## config.mk

```make
export PLATFORM = sky130hd
export DESIGN_NAME = floor_cast_texel_generator
export DESIGN_NICKNAME = d
export VERILOG_FILES = /design/src/sv/fctg_pkg.sv /design/src/sv/fctg_div.sv /design/src/sv/fctg_dp.sv /design/src/sv/fctg_ctrl.sv /design/src/sv/floor_cast_texel_generator.sv
export SDC_FILE = /design/constraint.sdc
export NUM_CORES = 2
export LEC_CHECK = 0
export BUFFER_PORTS_ARGS = -buffer_cell sky130_fd_sc_hd__buf_2
export CAP_MARGIN = 40
export CORE_MARGIN = 2
export CORE_UTILIZATION = 45
export DETAILED_ROUTE_END_ITERATION = 16
export SYNTH_ARGS = -nofsm -noshare
export SYNTH_HDL_FRONTEND = slang
export SYNTH_SLANG_ARGS = --single-unit
```

## constraint.sdc

```tcl
create_clock -name clk_i -period 20.7 [get_ports clk_i]
set_input_delay 4.14 -clock clk_i [delete_from_list [all_inputs] [get_ports clk_i]]
set_output_delay 4.14 -clock clk_i [all_outputs]
set_load 0.005 [all_outputs]
```

## src/sv/fctg_pkg.sv

```systemverilog
package fctg_pkg;

  localparam int unsigned SCREEN_WIDTH  = 1024;
  localparam int unsigned SCREEN_HEIGHT = 768;
  localparam int unsigned TEXTURE_SIZE  = 64;

  localparam int unsigned HALF_HEIGHT = SCREEN_HEIGHT / 2;
  localparam int unsigned TEX_LOG2    = $clog2(TEXTURE_SIZE);

  localparam int unsigned COORD_W = 10;
  localparam int unsigned POS_W   = 32;
  localparam int unsigned DIR_W   = 16;
  localparam int unsigned DEPTH_W = 24;
  localparam int unsigned TEX_W   = 6;
  localparam int unsigned CFG_IDX_W  = 3;
  localparam int unsigned CFG_DATA_W = 32;

  // row distance numerator (H/2) << 16 and its serial quotient
  localparam int unsigned NUM_W  = $clog2(HALF_HEIGHT + 1) + 16;
  localparam int unsigned QUO_W  = NUM_W;
  localparam int unsigned REL_W  = COORD_W;
  localparam int unsigned DCNT_W = $clog2(QUO_W + 1);
  localparam int unsigned OP_W   = DIR_W + 1;
  localparam int unsigned PROD_W = QUO_W + 1 + OP_W;

  // floor(d * 2 * plane / (W * 4096)) == (d * plane) >>> (log2(W) + 11)
  localparam int unsigned STEP_SHIFT  = $clog2(SCREEN_WIDTH) + 11;
  localparam int unsigned FLOOR_SHIFT = 12;

  localparam logic [NUM_W-1:0] NUMERATOR = NUM_W'(HALF_HEIGHT) << 16;

  localparam logic [DIR_W-1:0]   VIEW_DIR_X_RST = 16'd4096;
  localparam logic [DIR_W-1:0]   PLANE_Y_RST    = 16'd2703;
  localparam logic [DEPTH_W-1:0] DEPTH_MAX_RST  = 24'hFFFFFF;

  typedef enum logic [CFG_IDX_W-1:0] {
    REG_CAM_POS_X  = 3'd0,
    REG_CAM_POS_Y  = 3'd1,
    REG_VIEW_DIR_X = 3'd2,
    REG_VIEW_DIR_Y = 3'd3,
    REG_PLANE_X    = 3'd4,
    REG_PLANE_Y    = 3'd5,
    REG_DEPTH_MIN  = 3'd6,
    REG_DEPTH_MAX  = 3'd7
  } cfg_reg_e;

  typedef enum logic [1:0] {
    ST_IDLE,
    ST_DIV,
    ST_MUL,
    ST_EMIT
  } state_e;

  typedef enum logic [1:0] {
    MUL_STEP_X  = 2'd0,
    MUL_STEP_Y  = 2'd1,
    MUL_FLOOR_X = 2'd2,
    MUL_FLOOR_Y = 2'd3
  } mul_sel_e;

  localparam int unsigned MUL_CNT_W = 3;
  localparam logic [MUL_CNT_W-1:0] MUL_LAST = 3'd4;

  typedef struct packed {
    logic     capture;
    logic     div_start;
    logic     prod_en;
    mul_sel_e prod_sel;
    logic     wr_en;
    mul_sel_e wr_sel;
    logic     emit;
    logic     use_latched;
  } fctg_cmd_t;

  typedef struct packed {
    logic setup_need;
    logic div_done;
    logic out_free;
  } fctg_sts_t;

  function automatic logic [TEX_W-1:0] texel_of(input logic [POS_W-1:0] pos);
    logic [31:0] t;
    t = ({16'd0, pos[15:0]} << TEX_LOG2) >> 16;
    return t[TEX_W-1:0];
  endfunction

endpackage

```

## src/sv/fctg_div.sv

```systemverilog
module fctg_div (
  input  logic                        clk_i,
  input  logic                        rst_ni,
  input  logic                        start_i,
  input  logic [fctg_pkg::REL_W-1:0]  divisor_i,
  output logic                        done_o,
  output logic [fctg_pkg::QUO_W-1:0]  quotient_o
);

  logic [fctg_pkg::REL_W-1:0]  rem_q, rem_d;
  logic [fctg_pkg::QUO_W-1:0]  quo_q, quo_d;
  logic [fctg_pkg::REL_W-1:0]  div_q;
  logic [fctg_pkg::DCNT_W-1:0] cnt_q;
  logic                        done_q;
  logic [fctg_pkg::REL_W:0]    rem_sh;
  logic                        ge;

  always_comb begin
    rem_sh = {rem_q, quo_q[fctg_pkg::QUO_W-1]};
    ge     = rem_sh >= {1'b0, div_q};
    rem_d  = ge ? fctg_pkg::REL_W'(rem_sh - {1'b0, div_q}) : rem_sh[fctg_pkg::REL_W-1:0];
    quo_d  = {quo_q[fctg_pkg::QUO_W-2:0], ge};
  end

  always_ff @(posedge clk_i or negedge rst_ni) begin
    if (!rst_ni) begin
      cnt_q  <= '0;
      done_q <= 1'b0;
    end else begin
      done_q <= (cnt_q == fctg_pkg::DCNT_W'(1));
      if (start_i) begin
        cnt_q <= fctg_pkg::DCNT_W'(fctg_pkg::QUO_W);
      end else if (cnt_q != '0) begin
        cnt_q <= cnt_q - fctg_pkg::DCNT_W'(1);
      end
    end
  end

  always_ff @(posedge clk_i) begin
    if (start_i) begin
      rem_q <= '0;
      quo_q <= fctg_pkg::NUMERATOR;
      div_q <= divisor_i;
    end else if (cnt_q != '0) begin
      rem_q <= rem_d;
      quo_q <= quo_d;
    end
  end

  assign done_o     = done_q;
  assign quotient_o = quo_q;

endmodule

```

## src/sv/fctg_dp.sv

```systemverilog
module fctg_dp (
  input  logic                              clk_i,
  input  logic                              rst_ni,
  input  fctg_pkg::fctg_cmd_t               cmd_i,
  output fctg_pkg::fctg_sts_t               sts_o,
  input  logic                              cfg_we_i,
  input  logic [fctg_pkg::CFG_IDX_W-1:0]    cfg_index_i,
  input  logic [fctg_pkg::CFG_DATA_W-1:0]   cfg_data_i,
  input  logic [fctg_pkg::COORD_W-1:0]      row_i,
  input  logic [fctg_pkg::COORD_W-1:0]      col_i,
  input  logic                              out_stall_i,
  output logic                              out_valid_o,
  output logic                              valid_res_o,
  output logic [fctg_pkg::TEX_W-1:0]        texel_u_o,
  output logic [fctg_pkg::TEX_W-1:0]        texel_v_o,
  output logic [fctg_pkg::DEPTH_W-1:0]      depth_o,
  output logic [fctg_pkg::COORD_W-1:0]      out_col_o,
  output logic [fctg_pkg::COORD_W-1:0]      out_row_o
);

  logic [fctg_pkg::POS_W-1:0]   cam_x_q, cam_y_q;
  logic [fctg_pkg::DIR_W-1:0]   dir_x_q, dir_y_q, plane_x_q, plane_y_q;
  logic [fctg_pkg::DEPTH_W-1:0] dmin_q, dmax_q;

  logic [fctg_pkg::POS_W-1:0]   floor_x_q, floor_y_q, step_x_q, step_y_q;
  logic [fctg_pkg::DEPTH_W-1:0] row_depth_q;

  logic [fctg_pkg::COORD_W-1:0] row_q, col_q;
  logic [fctg_pkg::COORD_W-1:0] item_row, item_col;
  logic                         item_below;

  logic                         div_done;
  logic [fctg_pkg::QUO_W-1:0]   quotient;
  logic [fctg_pkg::REL_W-1:0]   rel;

  logic signed [fctg_pkg::OP_W-1:0]   op;
  logic signed [fctg_pkg::PROD_W-1:0] prod_d, prod_q;
  logic signed [fctg_pkg::PROD_W-1:0] step_sh, floor_sh;

  logic [fctg_pkg::QUO_W:0]     dm_lo, dm_hi;
  logic [fctg_pkg::DEPTH_W-1:0] dm_clamped;

  logic                         out_valid_q;
  logic                         valid_res_q;
  logic [fctg_pkg::TEX_W-1:0]   texel_u_q, texel_v_q;
  logic [fctg_pkg::DEPTH_W-1:0] depth_q;
  logic [fctg_pkg::COORD_W-1:0] out_col_q, out_row_q;

  always_ff @(posedge clk_i or negedge rst_ni) begin
    if (!rst_ni) begin
      cam_x_q   <= '0;
      cam_y_q   <= '0;
      dir_x_q   <= fctg_pkg::VIEW_DIR_X_RST;
      dir_y_q   <= '0;
      plane_x_q <= '0;
      plane_y_q <= fctg_pkg::PLANE_Y_RST;
      dmin_q    <= '0;
      dmax_q    <= fctg_pkg::DEPTH_MAX_RST;
    end else if (cfg_we_i) begin
      case (fctg_pkg::cfg_reg_e'(cfg_index_i))
        fctg_pkg::REG_CAM_POS_X:  cam_x_q   <= cfg_data_i;
        fctg_pkg::REG_CAM_POS_Y:  cam_y_q   <= cfg_data_i;
        fctg_pkg::REG_VIEW_DIR_X: dir_x_q   <= cfg_data_i[fctg_pkg::DIR_W-1:0];
        fctg_pkg::REG_VIEW_DIR_Y: dir_y_q   <= cfg_data_i[fctg_pkg::DIR_W-1:0];
        fctg_pkg::REG_PLANE_X:    plane_x_q <= cfg_data_i[fctg_pkg::DIR_W-1:0];
        fctg_pkg::REG_PLANE_Y:    plane_y_q <= cfg_data_i[fctg_pkg::DIR_W-1:0];
        fctg_pkg::REG_DEPTH_MIN:  dmin_q    <= cfg_data_i[fctg_pkg::DEPTH_W-1:0];
        fctg_pkg::REG_DEPTH_MAX:  dmax_q    <= cfg_data_i[fctg_pkg::DEPTH_W-1:0];
        default: ;
      endcase
    end
  end

  always_ff @(posedge clk_i) begin
    if (cmd_i.capture) begin
      row_q <= row_i;
      col_q <= col_i;
    end
  end

  assign item_row   = cmd_i.use_latched ? row_q : row_i;
  assign item_col   = cmd_i.use_latched ? col_q : col_i;
  assign item_below = item_row > fctg_pkg::COORD_W'(fctg_pkg::HALF_HEIGHT);
  assign rel        = fctg_pkg::REL_W'(row_i - fctg_pkg::COORD_W'(fctg_pkg::HALF_HEIGHT));

  fctg_div u_div (
    .clk_i      (clk_i),
    .rst_ni     (rst_ni),
    .start_i    (cmd_i.div_start),
    .divisor_i  (rel),
    .done_o     (div_done),
    .quotient_o (quotient)
  );

  always_comb begin
    case (cmd_i.prod_sel)
      fctg_pkg::MUL_STEP_X:  op = $signed({plane_x_q[fctg_pkg::DIR_W-1], plane_x_q});
      fctg_pkg::MUL_STEP_Y:  op = $signed({plane_y_q[fctg_pkg::DIR_W-1], plane_y_q});
      fctg_pkg::MUL_FLOOR_X: op = $signed({dir_x_q[fctg_pkg::DIR_W-1], dir_x_q})
                                - $signed({plane_x_q[fctg_pkg::DIR_W-1], plane_x_q});
      fctg_pkg::MUL_FLOOR_Y: op = $signed({dir_y_q[fctg_pkg::DIR_W-1], dir_y_q})
                                - $signed({plane_y_q[fctg_pkg::DIR_W-1], plane_y_q});
      default:               op = '0;
    endcase
    prod_d   = $signed({1'b0, quotient}) * op;
    step_sh  = prod_q >>> fctg_pkg::STEP_SHIFT;
    floor_sh = prod_q >>> fctg_pkg::FLOOR_SHIFT;
  end

  always_ff @(posedge clk_i) begin
    if (cmd_i.prod_en) begin
      prod_q <= prod_d;
    end
  end

  always_comb begin
    dm_lo = (quotient < fctg_pkg::QUO_W'(dmin_q)) ? {1'b0, fctg_pkg::QUO_W'(dmin_q)}
                                                  : {1'b0, quotient};
    dm_hi = (dm_lo > (fctg_pkg::QUO_W + 1)'(dmax_q)) ? (fctg_pkg::QUO_W + 1)'(dmax_q) : dm_lo;
    dm_clamped = dm_hi[fctg_pkg::DEPTH_W-1:0];
  end

  always_ff @(posedge clk_i or negedge rst_ni) begin
    if (!rst_ni) begin
      floor_x_q   <= '0;
      floor_y_q   <= '0;
      step_x_q    <= '0;
      step_y_q    <= '0;
      row_depth_q <= '0;
    end else begin
      if (div_done) begin
        row_depth_q <= dm_clamped;
      end
      if (cmd_i.wr_en) begin
        case (cmd_i.wr_sel)
          fctg_pkg::MUL_STEP_X:  step_x_q  <= step_sh[fctg_pkg::POS_W-1:0];
          fctg_pkg::MUL_STEP_Y:  step_y_q  <= step_sh[fctg_pkg::POS_W-1:0];
          fctg_pkg::MUL_FLOOR_X: floor_x_q <= cam_x_q + floor_sh[fctg_pkg::POS_W-1:0];
          fctg_pkg::MUL_FLOOR_Y: floor_y_q <= cam_y_q + floor_sh[fctg_pkg::POS_W-1:0];
          default: ;
        endcase
      end else if (cmd_i.emit && item_below) begin
        floor_x_q <= floor_x_q + step_x_q;
        floor_y_q <= floor_y_q + step_y_q;
      end
    end
  end

  always_ff @(posedge clk_i or negedge rst_ni) begin
    if (!rst_ni) begin
      out_valid_q <= 1'b0;
    end else if (cmd_i.emit) begin
      out_valid_q <= 1'b1;
    end else if (!out_stall_i) begin
      out_valid_q <= 1'b0;
    end
  end

  always_ff @(posedge clk_i) begin
    if (cmd_i.emit) begin
      valid_res_q <= item_below;
      texel_u_q   <= item_below ? fctg_pkg::texel_of(floor_x_q) : '0;
      texel_v_q   <= item_below ? fctg_pkg::texel_of(floor_y_q) : '0;
      depth_q     <= item_below ? row_depth_q : '0;
      out_col_q   <= item_col;
      out_row_q   <= item_row;
    end
  end

  assign sts_o.setup_need = (row_i > fctg_pkg::COORD_W'(fctg_pkg::HALF_HEIGHT))
                          && (col_i == '0);
  assign sts_o.div_done   = div_done;
  assign sts_o.out_free   = !out_valid_q || !out_stall_i;

  assign out_valid_o = out_valid_q;
  assign valid_res_o = valid_res_q;
  assign texel_u_o   = texel_u_q;
  assign texel_v_o   = texel_v_q;
  assign depth_o     = depth_q;
  assign out_col_o   = out_col_q;
  assign out_row_o   = out_row_q;

endmodule

```

## src/sv/fctg_ctrl.sv

```systemverilog
module fctg_ctrl (
  input  logic                 clk_i,
  input  logic                 rst_ni,
  input  logic                 in_valid_i,
  output logic                 in_stall_o,
  input  fctg_pkg::fctg_sts_t  sts_i,
  output fctg_pkg::fctg_cmd_t  cmd_o
);

  fctg_pkg::state_e                  state_q, state_d;
  logic [fctg_pkg::MUL_CNT_W-1:0]    cnt_q, cnt_d;
  logic [fctg_pkg::MUL_CNT_W-1:0]    cnt_m1;
  logic                              stall;
  logic                              accept;

  always_ff @(posedge clk_i or negedge rst_ni) begin
    if (!rst_ni) begin
      state_q <= fctg_pkg::ST_IDLE;
      cnt_q   <= '0;
    end else begin
      state_q <= state_d;
      cnt_q   <= cnt_d;
    end
  end

  always_comb begin
    state_d = state_q;
    cnt_d   = cnt_q;
    cnt_m1  = cnt_q - fctg_pkg::MUL_CNT_W'(1);
    cmd_o   = '0;
    stall   = (state_q != fctg_pkg::ST_IDLE) || !sts_i.out_free;
    accept  = in_valid_i && !stall;
    case (state_q)
      fctg_pkg::ST_IDLE: begin
        if (accept) begin
          if (sts_i.setup_need) begin
            cmd_o.capture   = 1'b1;
            cmd_o.div_start = 1'b1;
            state_d         = fctg_pkg::ST_DIV;
          end else begin
            cmd_o.emit = 1'b1;
          end
        end
      end
      fctg_pkg::ST_DIV: begin
        if (sts_i.div_done) begin
          cnt_d   = '0;
          state_d = fctg_pkg::ST_MUL;
        end
      end
      fctg_pkg::ST_MUL: begin
        cmd_o.prod_en  = cnt_q != fctg_pkg::MUL_LAST;
        cmd_o.prod_sel = fctg_pkg::mul_sel_e'(cnt_q[1:0]);
        cmd_o.wr_en    = cnt_q != '0;
        cmd_o.wr_sel   = fctg_pkg::mul_sel_e'(cnt_m1[1:0]);
        cnt_d          = cnt_q + fctg_pkg::MUL_CNT_W'(1);
        if (cnt_q == fctg_pkg::MUL_LAST) begin
          state_d = fctg_pkg::ST_EMIT;
        end
      end
      fctg_pkg::ST_EMIT: begin
        cmd_o.use_latched = 1'b1;
        if (sts_i.out_free) begin
          cmd_o.emit = 1'b1;
          state_d    = fctg_pkg::ST_IDLE;
        end
      end
      default: begin
        state_d = fctg_pkg::ST_IDLE;
      end
    endcase
  end

  assign in_stall_o = stall;

endmodule

```

## src/sv/floor_cast_texel_generator.sv

```systemverilog
// Floor-casting texel generator.
// Input channel (in_valid_i / in_stall_o, row_i, col_i) takes one screen pixel per
// transfer, rows in order and columns of a row in order from zero. Output channel
// (out_valid_o / out_stall_i) returns one result per pixel: valid_res, texel u/v,
// clamped depth and the echoed coordinates.
// Configuration: cfg_valid_i / cfg_ready_o with cfg_index_i and cfg_data_i; ready is
// always high, write only while no pixel is in flight.
// Timing: a pixel that needs no row setup is registered into the output stage at its
// transfer and shows the cycle after, one pixel per cycle while the output is not
// stalled. Column zero of a row below the horizon starts a row setup: a radix-2 serial
// divider (one quotient bit per cycle, 25 quotient bits for 768 lines), a depth clamp,
// a single shared multiplier for the two steps and two start positions, then the output
// stage; the next transfer is taken only once the result is in the output stage, later
// while the output register is still stalled.
// Stall: the output register holds its result while out_stall_i is high; the input
// side stalls during a row setup and when a new result would have no place to go.
// Reset: camera registers return to their defaults, floor position, step and depth
// go to zero and the output stage empties.
module floor_cast_texel_generator (
  input  logic                              clk_i,
  input  logic                              rst_ni,
  input  logic                              cfg_valid_i,
  output logic                              cfg_ready_o,
  input  logic [fctg_pkg::CFG_IDX_W-1:0]    cfg_index_i,
  input  logic [fctg_pkg::CFG_DATA_W-1:0]   cfg_data_i,
  input  logic                              in_valid_i,
  output logic                              in_stall_o,
  input  logic [fctg_pkg::COORD_W-1:0]      row_i,
  input  logic [fctg_pkg::COORD_W-1:0]      col_i,
  output logic                              out_valid_o,
  input  logic                              out_stall_i,
  output logic                              valid_res_o,
  output logic [fctg_pkg::TEX_W-1:0]        texel_u_o,
  output logic [fctg_pkg::TEX_W-1:0]        texel_v_o,
  output logic [fctg_pkg::DEPTH_W-1:0]      depth_o,
  output logic [fctg_pkg::COORD_W-1:0]      out_col_o,
  output logic [fctg_pkg::COORD_W-1:0]      out_row_o
);

  fctg_pkg::fctg_cmd_t cmd;
  fctg_pkg::fctg_sts_t sts;

  assign cfg_ready_o = 1'b1;

  fctg_ctrl u_ctrl (
    .clk_i      (clk_i),
    .rst_ni     (rst_ni),
    .in_valid_i (in_valid_i),
    .in_stall_o (in_stall_o),
    .sts_i      (sts),
    .cmd_o      (cmd)
  );

  fctg_dp u_dp (
    .clk_i       (clk_i),
    .rst_ni      (rst_ni),
    .cmd_i       (cmd),
    .sts_o       (sts),
    .cfg_we_i    (cfg_valid_i && cfg_ready_o),
    .cfg_index_i (cfg_index_i),
    .cfg_data_i  (cfg_data_i),
    .row_i       (row_i),
    .col_i       (col_i),
    .out_stall_i (out_stall_i),
    .out_valid_o (out_valid_o),
    .valid_res_o (valid_res_o),
    .texel_u_o   (texel_u_o),
    .texel_v_o   (texel_v_o),
    .depth_o     (depth_o),
    .out_col_o   (out_col_o),
    .out_row_o   (out_row_o)
  );

endmodule

```

# Word-level counts from Yosys, hierarchy flattened
# Cells that the tools add are included.
[op_classes]
shifts = 0
mux = 33
n_reduce_logical = 34
n_eq_ne = 27
multipliers = 1
bitwise = 0
div = 0
n_addsub = 11
order_cmp = 5
[ops]
columns = ["cell", "count"]
rows = [
  ["2-to-1 mux 32 bit", 6],
  ["adder 32 bit", 4],
  ["one-hot mux 17 bit (4 select lines)", 1],
  ["multiplier 26 x 17 -> 43 bit", 1],
  ["subtractor 16 x 16 -> 17 bit", 2],
  ["2-to-1 mux 10 bit", 3],
  ["AND reduction 2 bit", 13],
  ["> comparator 25 x 24 -> 1 bit", 1],
  ["< comparator 25 x 24 -> 1 bit", 1],
  ["2-to-1 mux 25 bit", 1],
  ["2-to-1 mux 24 bit", 1],
  ["> comparator 10 x 9 -> 1 bit (second input constant)", 2],
  ["2-to-1 mux 2 bit", 8],
  ["equality test 3 bit (second input constant)", 5],
  ["inequality test 2 x 1 -> 1 bit (second input constant)", 7],
  ["equality test 2 bit (second input constant)", 6],
  ["greater-or-equal comparator 11 x 10 -> 1 bit", 1],
  ["logical NOT 10 bit", 1],
  ["2-to-1 mux 5 bit", 2],
  ["subtractor 10 bit", 1],
  ["subtractor 10 x 9 -> 10 bit (second input constant)", 1],
  ["one-hot mux 2 bit (4 select lines)", 1],
  ["nonzero test 2 bit", 4],
  ["equality test 2 x 1 -> 1 bit (second input constant)", 3],
  ["other kinds (21)", 35],
]
[totals]
regBits = 485
n_memories = 0
input_bits = 60
output_inout_bits = 60
mem_bits_ro = 0
latch_bits = 0
mem_bits_rw = 0
wordCells = 141

# Depth between registers and ports, before layout
[depth]
ltp_word = 11
depth_mapped = 41
ltp_nobuf = 40

# By module
# A second synthesis with hierarchy kept.
[unflattened]
hier_cells = 3415
area_unflattened_um2 = 34099.0
[modules_own_cells]
columns = ["mod", "seq_area_each_um2", "cells_per_inst", "area_per_inst_um2", "instances"]
rows = [
  ["fctg_dp", 8933.6, 3095, 31193.7, 1],
  ["fctg_div", 1151.1, 266, 2416.1, 1],
  ["fctg_ctrl", 125.1, 52, 478.0, 1],
  ["floor_cast_texel_generator", 0.0, 2, 11.3, 1],
]

# Worst setup path before layout
# OpenSTA, ideal clock, no wires.
[synth_path]
path_type = "input -> register"
start = "input port row_i[3] (netlist bit)"
end = "register u_dp.floor_x_q[10] (netlist bit)"
n_path_buf = 1
cell_stages = 11
required_time_ns = 20.582
setup_slack_ns = 10.204
setup_time_ns = 0.118
t_arrival_ns = 10.378
path_cell_list = "nor4_1 a31oi_1 o2111ai_1 a31oi_1 nor3_1 nand3_1 o31ai_1 clkbuf_1 o21ai_0 a21oi_1 nor2_1"
[synth_rtl]
columns = ["item", "line", "rtl"]
rows = [
  ["from (decl)", "floor_cast_texel_generator.sv:28", "input logic [fctg_pkg::COORD_W-1:0] row_i,"],
  ["to (signal assigned)", "fctg_dp.sv:138", "fctg_pkg::MUL_FLOOR_X: floor_x_q <= cam_x_q + floor_sh[fctg_pkg::POS_W-1:0];"],
  ["to (signal assigned)", "fctg_dp.sv:143", "floor_x_q <= floor_x_q + step_x_q;"],
  ["to (decl)", "fctg_dp.sv:25", "logic [fctg_pkg::POS_W-1:0] floor_x_q, floor_y_q, step_x_q, step_y_q;"],
]

# Worst setup path after layout
[layout_path]
start = "register u_dp.plane_y_q[0] (netlist bit)"
end = "register u_dp.prod_q[36] (netlist bit), data pin"
[layout_via]
elab_chain_len = 3
[layout_lines]
columns = ["item", "line", "rtl"]
rows = [
  ["from (decl)", "fctg_dp.sv:22", "logic [fctg_pkg::DIR_W-1:0] dir_x_q, dir_y_q, plane_x_q, plane_y_q;"],
  ["from (signal assigned)", "fctg_dp.sv:56", "plane_y_q <= fctg_pkg::PLANE_Y_RST;"],
  ["from (signal assigned)", "fctg_dp.sv:66", "fctg_pkg::REG_PLANE_Y: plane_y_q <= cfg_data_i[fctg_pkg::DIR_W-1:0];"],
  ["subtractor 16 x 16 -> 17 bit", "fctg_dp.sv:102", "- $signed({plane_y_q[fctg_pkg::DIR_W-1], plane_y_q});"],
  ["one-hot mux 17 bit (4 select lines) (*)", "fctg_dp.sv:96", "case (cmd_i.prod_sel)"],
  ["multiplier 26 x 17 -> 43 bit (*)", "fctg_dp.sv:105", "prod_d = $signed({1'b0, quotient}) * op;"],
  ["via u_dp.prod_d (one bit)", "fctg_dp.sv:37", "logic signed [fctg_pkg::PROD_W-1:0] prod_d, prod_q;"],
  ["to (signal assigned)", "fctg_dp.sv:112", "prod_q <= prod_d;"],
  ["to (decl)", "fctg_dp.sv:37", ""],
]
# Mark *: on every way through the listed nets, which the timed path passes. The rest lies on a longest branch.
# A chain may end at the register's enable or synchronous reset.

==> metrics.md <==
| Metric | Value |
|---|---|
| Most frequent cells in the layout | 563 x inv_1, 441 x nand2_1, 343 x fa_1, 266 x ha_1, 212 x dfrtp_1 |
| Number of enable flip-flop cells after synthesis | 105 |
| Area delta synth->final | 10.29% |
| Average size of a mapped cell | 9.749 µm² |
| CP max FO | 25 |
| H-tree Lvls | 2 |
| Classification of the worst setup path | flop to flop |
| R2R depth | 36 |
| Total Wirelength | 87230 µm |
| Die Ht | 277.9 µm |
| Ports | 120 |
| Number of CTS-inserted buffers | 43 |
| Worst slew margin | 0.3355 |
| Reg2Reg Capture Point | u_dp.prod_q[36]$_DFFE_PP_ |
| Vias in the first global route | 24680 |
| Slowest stage delay, CP | 560 ps |
| Fillers | 6948 |
| Initial Util | 0.4541 |
| CP Data Required Time | 20970 ps |
| Most common cell after layout, fill and taps aside | inv_1 |
| Fmax achieved | 98.31 MHz |
| Grt total ovfl | 0 |
| CP Capture Type | flop |
| Startpoint types | flop |
| Final nets | 4204 |
| # Max-Cap Violations | 0 |
| Initial drt markers | 1335 |
| Reg-to-Reg Start | u_dp.plane_y_q[0]$_DFFE_PN1P_ |
| Slew at the pin closest to its max-slew limit | 996.7 ps |
| Post-DRT Antenna Nets | 0 |
| DR vias/cell | 5.281 |
| Clk_lat worst skew | 590 ps |
| Worst hold path type | flop to flop |
| TritonRoute pass-1 iters | 6 |
| Die W | 277.9 µm |
| Sequential element share of the synthesized area | 0.2963 |
| Total number of vias | 23970 |
| Root buf cell | clkbuf_16 |
| Placer Congestion | 0.8635 |
| Std cell rows | 100 |
| Main synth FF type | dfrtp_1 |
| DRC Markers | 0 |
| Global Route Usage Sum | 0.2327 |
| Max Slew Vio Count | 0 |
| Ratio of final minimum period to clock period | 0.4914 |
| Setup TNS Final | 0 ps |
| CTS Hold Bufs | 0 |
| Worst path most repeated cell | fa_1 |
| Final setup fails | 0 |
| PortBufs | 110 |
| Synth Instances | 3462 |
| Worst reg-to-reg setup slack | 10530 ps |
| Status | complete, no violations |
| Clk sinks | 384 |
| WP data arrival | 10440 ps |
| CTS tree | built |
| Skew final | 28.57 ps |
| CORE AREA | 74320 µm² |
| Final Hold Fails | 0 |
| Synthesized area | 33750 µm² |
| Min-delay src | u_dp.u_div.rem_q[9]$_SDFFE_PP0P_ |
| CP max stage cell | fa_1 |
| Die Area | 77210 µm² |
| Initial antenna violation count | 2 |
| Clock tree buffer depth | 3 |
| Yosys reg bits | 384 |
| Yosys cell types | 78 |
| Clk slew on worst S/H paths | 60 ps |
| Post-synthesis async set-or-reset flop share | 0.6354 |
| Syn. warnings | 0 |
| DR WL/cell | 19.21 µm |
| Syn Nets | 4131 |
| CTS resizes | 0 |
| Share of cells above drive strength 1 | 0.1471 |
| Crit path time final | 10170 ps |
| Largest net degree at the start of global routing | 162 |
| RSZ-0062 raised after global routing | no |
| First-pass GRT wire length | 139800 µm |
| Detailed-placement wirelength estimate | 64010 µm |
| Hold path endpoint | u_dp.u_div.rem_q[9]$_SDFFE_PP0P_ |
| Min-Delay Path Depth | 2 |
| Total setup buffers inserted after CTS | 0 |
## cell type report
cell class / instances / area, µm² / share of cell area
Tap cell: 969 / 1212 / 0.03257
Clock buffer: 63 / 1232 / 0.03311
Clock inverter: 17 / 249.0 / 0.006689
Antenna cell: 1 / 2.502 / 0.00006723
Timing Repair Buffer: 184 / 1216 / 0.03267
Inverter: 566 / 2125 / 0.05708
Multi-Input combinational cell: 2356 / 21190 / 0.5692
Sequential cell: 384 / 10000 / 0.2686
## logic make-up (layout without fill, tap and decap cells)
| kind of cell | after synthesis | after routing | synth area share |
|---|---|---|---|
| AO/OA/AOI/OAI | 480 | 480 | 0.08716 |
| multiplexers | 232 | 232 | 0.07622 |
| buffers and inverters | 722 | 830 | 0.08115 |
| other | 1 | 2 | 0.0001111 |
| adder cells (fa/ha/maj) | 609 | 609 | 0.3021 |
| AND/OR/NAND/NOR | 928 | 928 | 0.1291 |
| flip-flops | 384 | 384 | 0.2963 |
| XOR/XNOR | 106 | 106 | 0.02792 |
## metrics by stage
stage | instance area (µm²) | std cells | setup slack [ps] | utilization | hold WS [ps]
floorplan | 33750 | 3462 | 10200 | - | 432.3
global placement | 35560 | 4447 | 10430 | 0.4785 | 445.2
detailed placement | 35740 | 4459 | 10590 | 0.4809 | 447.7
CTS | 37220 | 4539 | 10560 | 0.5008 | 456.6
global route | 37220 | 4539 | 10020 | 0.5008 | 485.3
finish | 37220 | 4540 | 10530 | 0.5008 | 456.0
## worst max-delay path by stage
stage / startpoint / to / slack, ps / cells after the start
detailed placement: u_dp.plane_y_q[0]$_DFFE_PN1P_ / u_dp.prod_q[36]$_DFFE_PP_ / 10590 / 36
global route: u_dp.plane_y_q[0]$_DFFE_PN1P_ / u_dp.prod_q[36]$_DFFE_PP_ / 10020 / 38
global placement: u_dp.plane_x_q[2]$_DFFE_PN0P_ / u_dp.prod_q[36]$_DFFE_PP_ / 10430 / 34
finish: u_dp.plane_y_q[0]$_DFFE_PN1P_ / u_dp.prod_q[36]$_DFFE_PP_ / 10530 / 36
floorplan: row_i[3] / u_dp.floor_x_q[10]$_DFFE_PN0P_ / 10200 / 11
CTS: u_dp.plane_y_q[0]$_DFFE_PN1P_ / u_dp.prod_q[36]$_DFFE_PP_ / 10560 / 36
## cells in the mapped netlist, types with 4 or more instances
master,n,area share
a21boi_0,11,0.0024
dfstp_2,32,0.025
nor2_1,124,0.014
edfxtp_1,105,0.093
a211o_1,5,0.0013
nor4b_1,6,0.0016
and2_1,175,0.032
o22ai_1,5,0.00093
and3_1,14,0.0026
nand2_1,441,0.049
dfxtp_1,35,0.021
buf_1,5,0.00056
nor4_1,7,0.0013
o21a_1,22,0.0049
nor3_1,35,0.0052
clkbuf_1,144,0.016
o21ai_0,154,0.023
xor2_1,36,0.0093
nand2b_1,24,0.0044
xnor2_1,69,0.018
o21ai_1,4,0.00059
or2_2,10,0.0019
mux2_2,200,0.067
nand4_1,14,0.0026
a31oi_1,19,0.0035
a22oi_1,6,0.0013
a41oi_1,6,0.0016
dfrtp_1,212,0.16
nand3b_1,4,0.00089
inv_1,564,0.063
nor2b_1,24,0.0044
ha_1,266,0.099
a211oi_1,23,0.0051
a21o_1,32,0.0071
mux2i_1,32,0.0095
fa_1,343,0.20
a21oi_1,133,0.020
o211ai_1,9,0.0020
o21bai_1,4,0.00089
o31ai_1,9,0.0020
or3_1,9,0.0017
nand3_1,30,0.0044
## flip-flops by register name, indices dropped and copies added, names as in the netlist, 16 cells and up
register and flops:
u_dp.prod_q 25, u_dp.floor_y_q 16, u_dp.cam_y_q 16, u_dp.row_depth_q 24
u_dp.dir_x_q 16, u_dp.u_div.quotient_o 25, u_dp.depth_o 24, u_dp.step_y_q 16
u_dp.plane_x_q 16, u_dp.step_x_q 16, u_dp.dmax_q 24, u_dp.plane_y_q 16
u_dp.dir_y_q 16, u_dp.cam_x_q 16, u_dp.floor_x_q 16, u_dp.dmin_q 24
## routing by layer
layer | share of wire | GRT usage | wire length, µm | vias up
met5 | 0 | 0 | 0 | -
met4 | 0.025 | 0.05849 | 2172 | 0
met3 | 0.041 | 0.02468 | 3610 | 127
met2 | 0.47 | 0.3823 | 40850 | 467
met1 | 0.47 | 0.3298 | 40600 | 12030
li1 | - | - | - | 11350
## critical path: cells and delay by family, from the launching register on
kind,cells,cell delay [ps]
and+or+nand+nor,6,820
buffers and inverters,5,610
xor gates and xnor gates,2,620
DFF,1,540
AOI/OAI and AO/OA,14,3180
adders and majority gates,9,4060
Power is left out: the tool's default activity adds up to more than one toggle a clock period on the data nets, which glitch-free logic cannot reach.
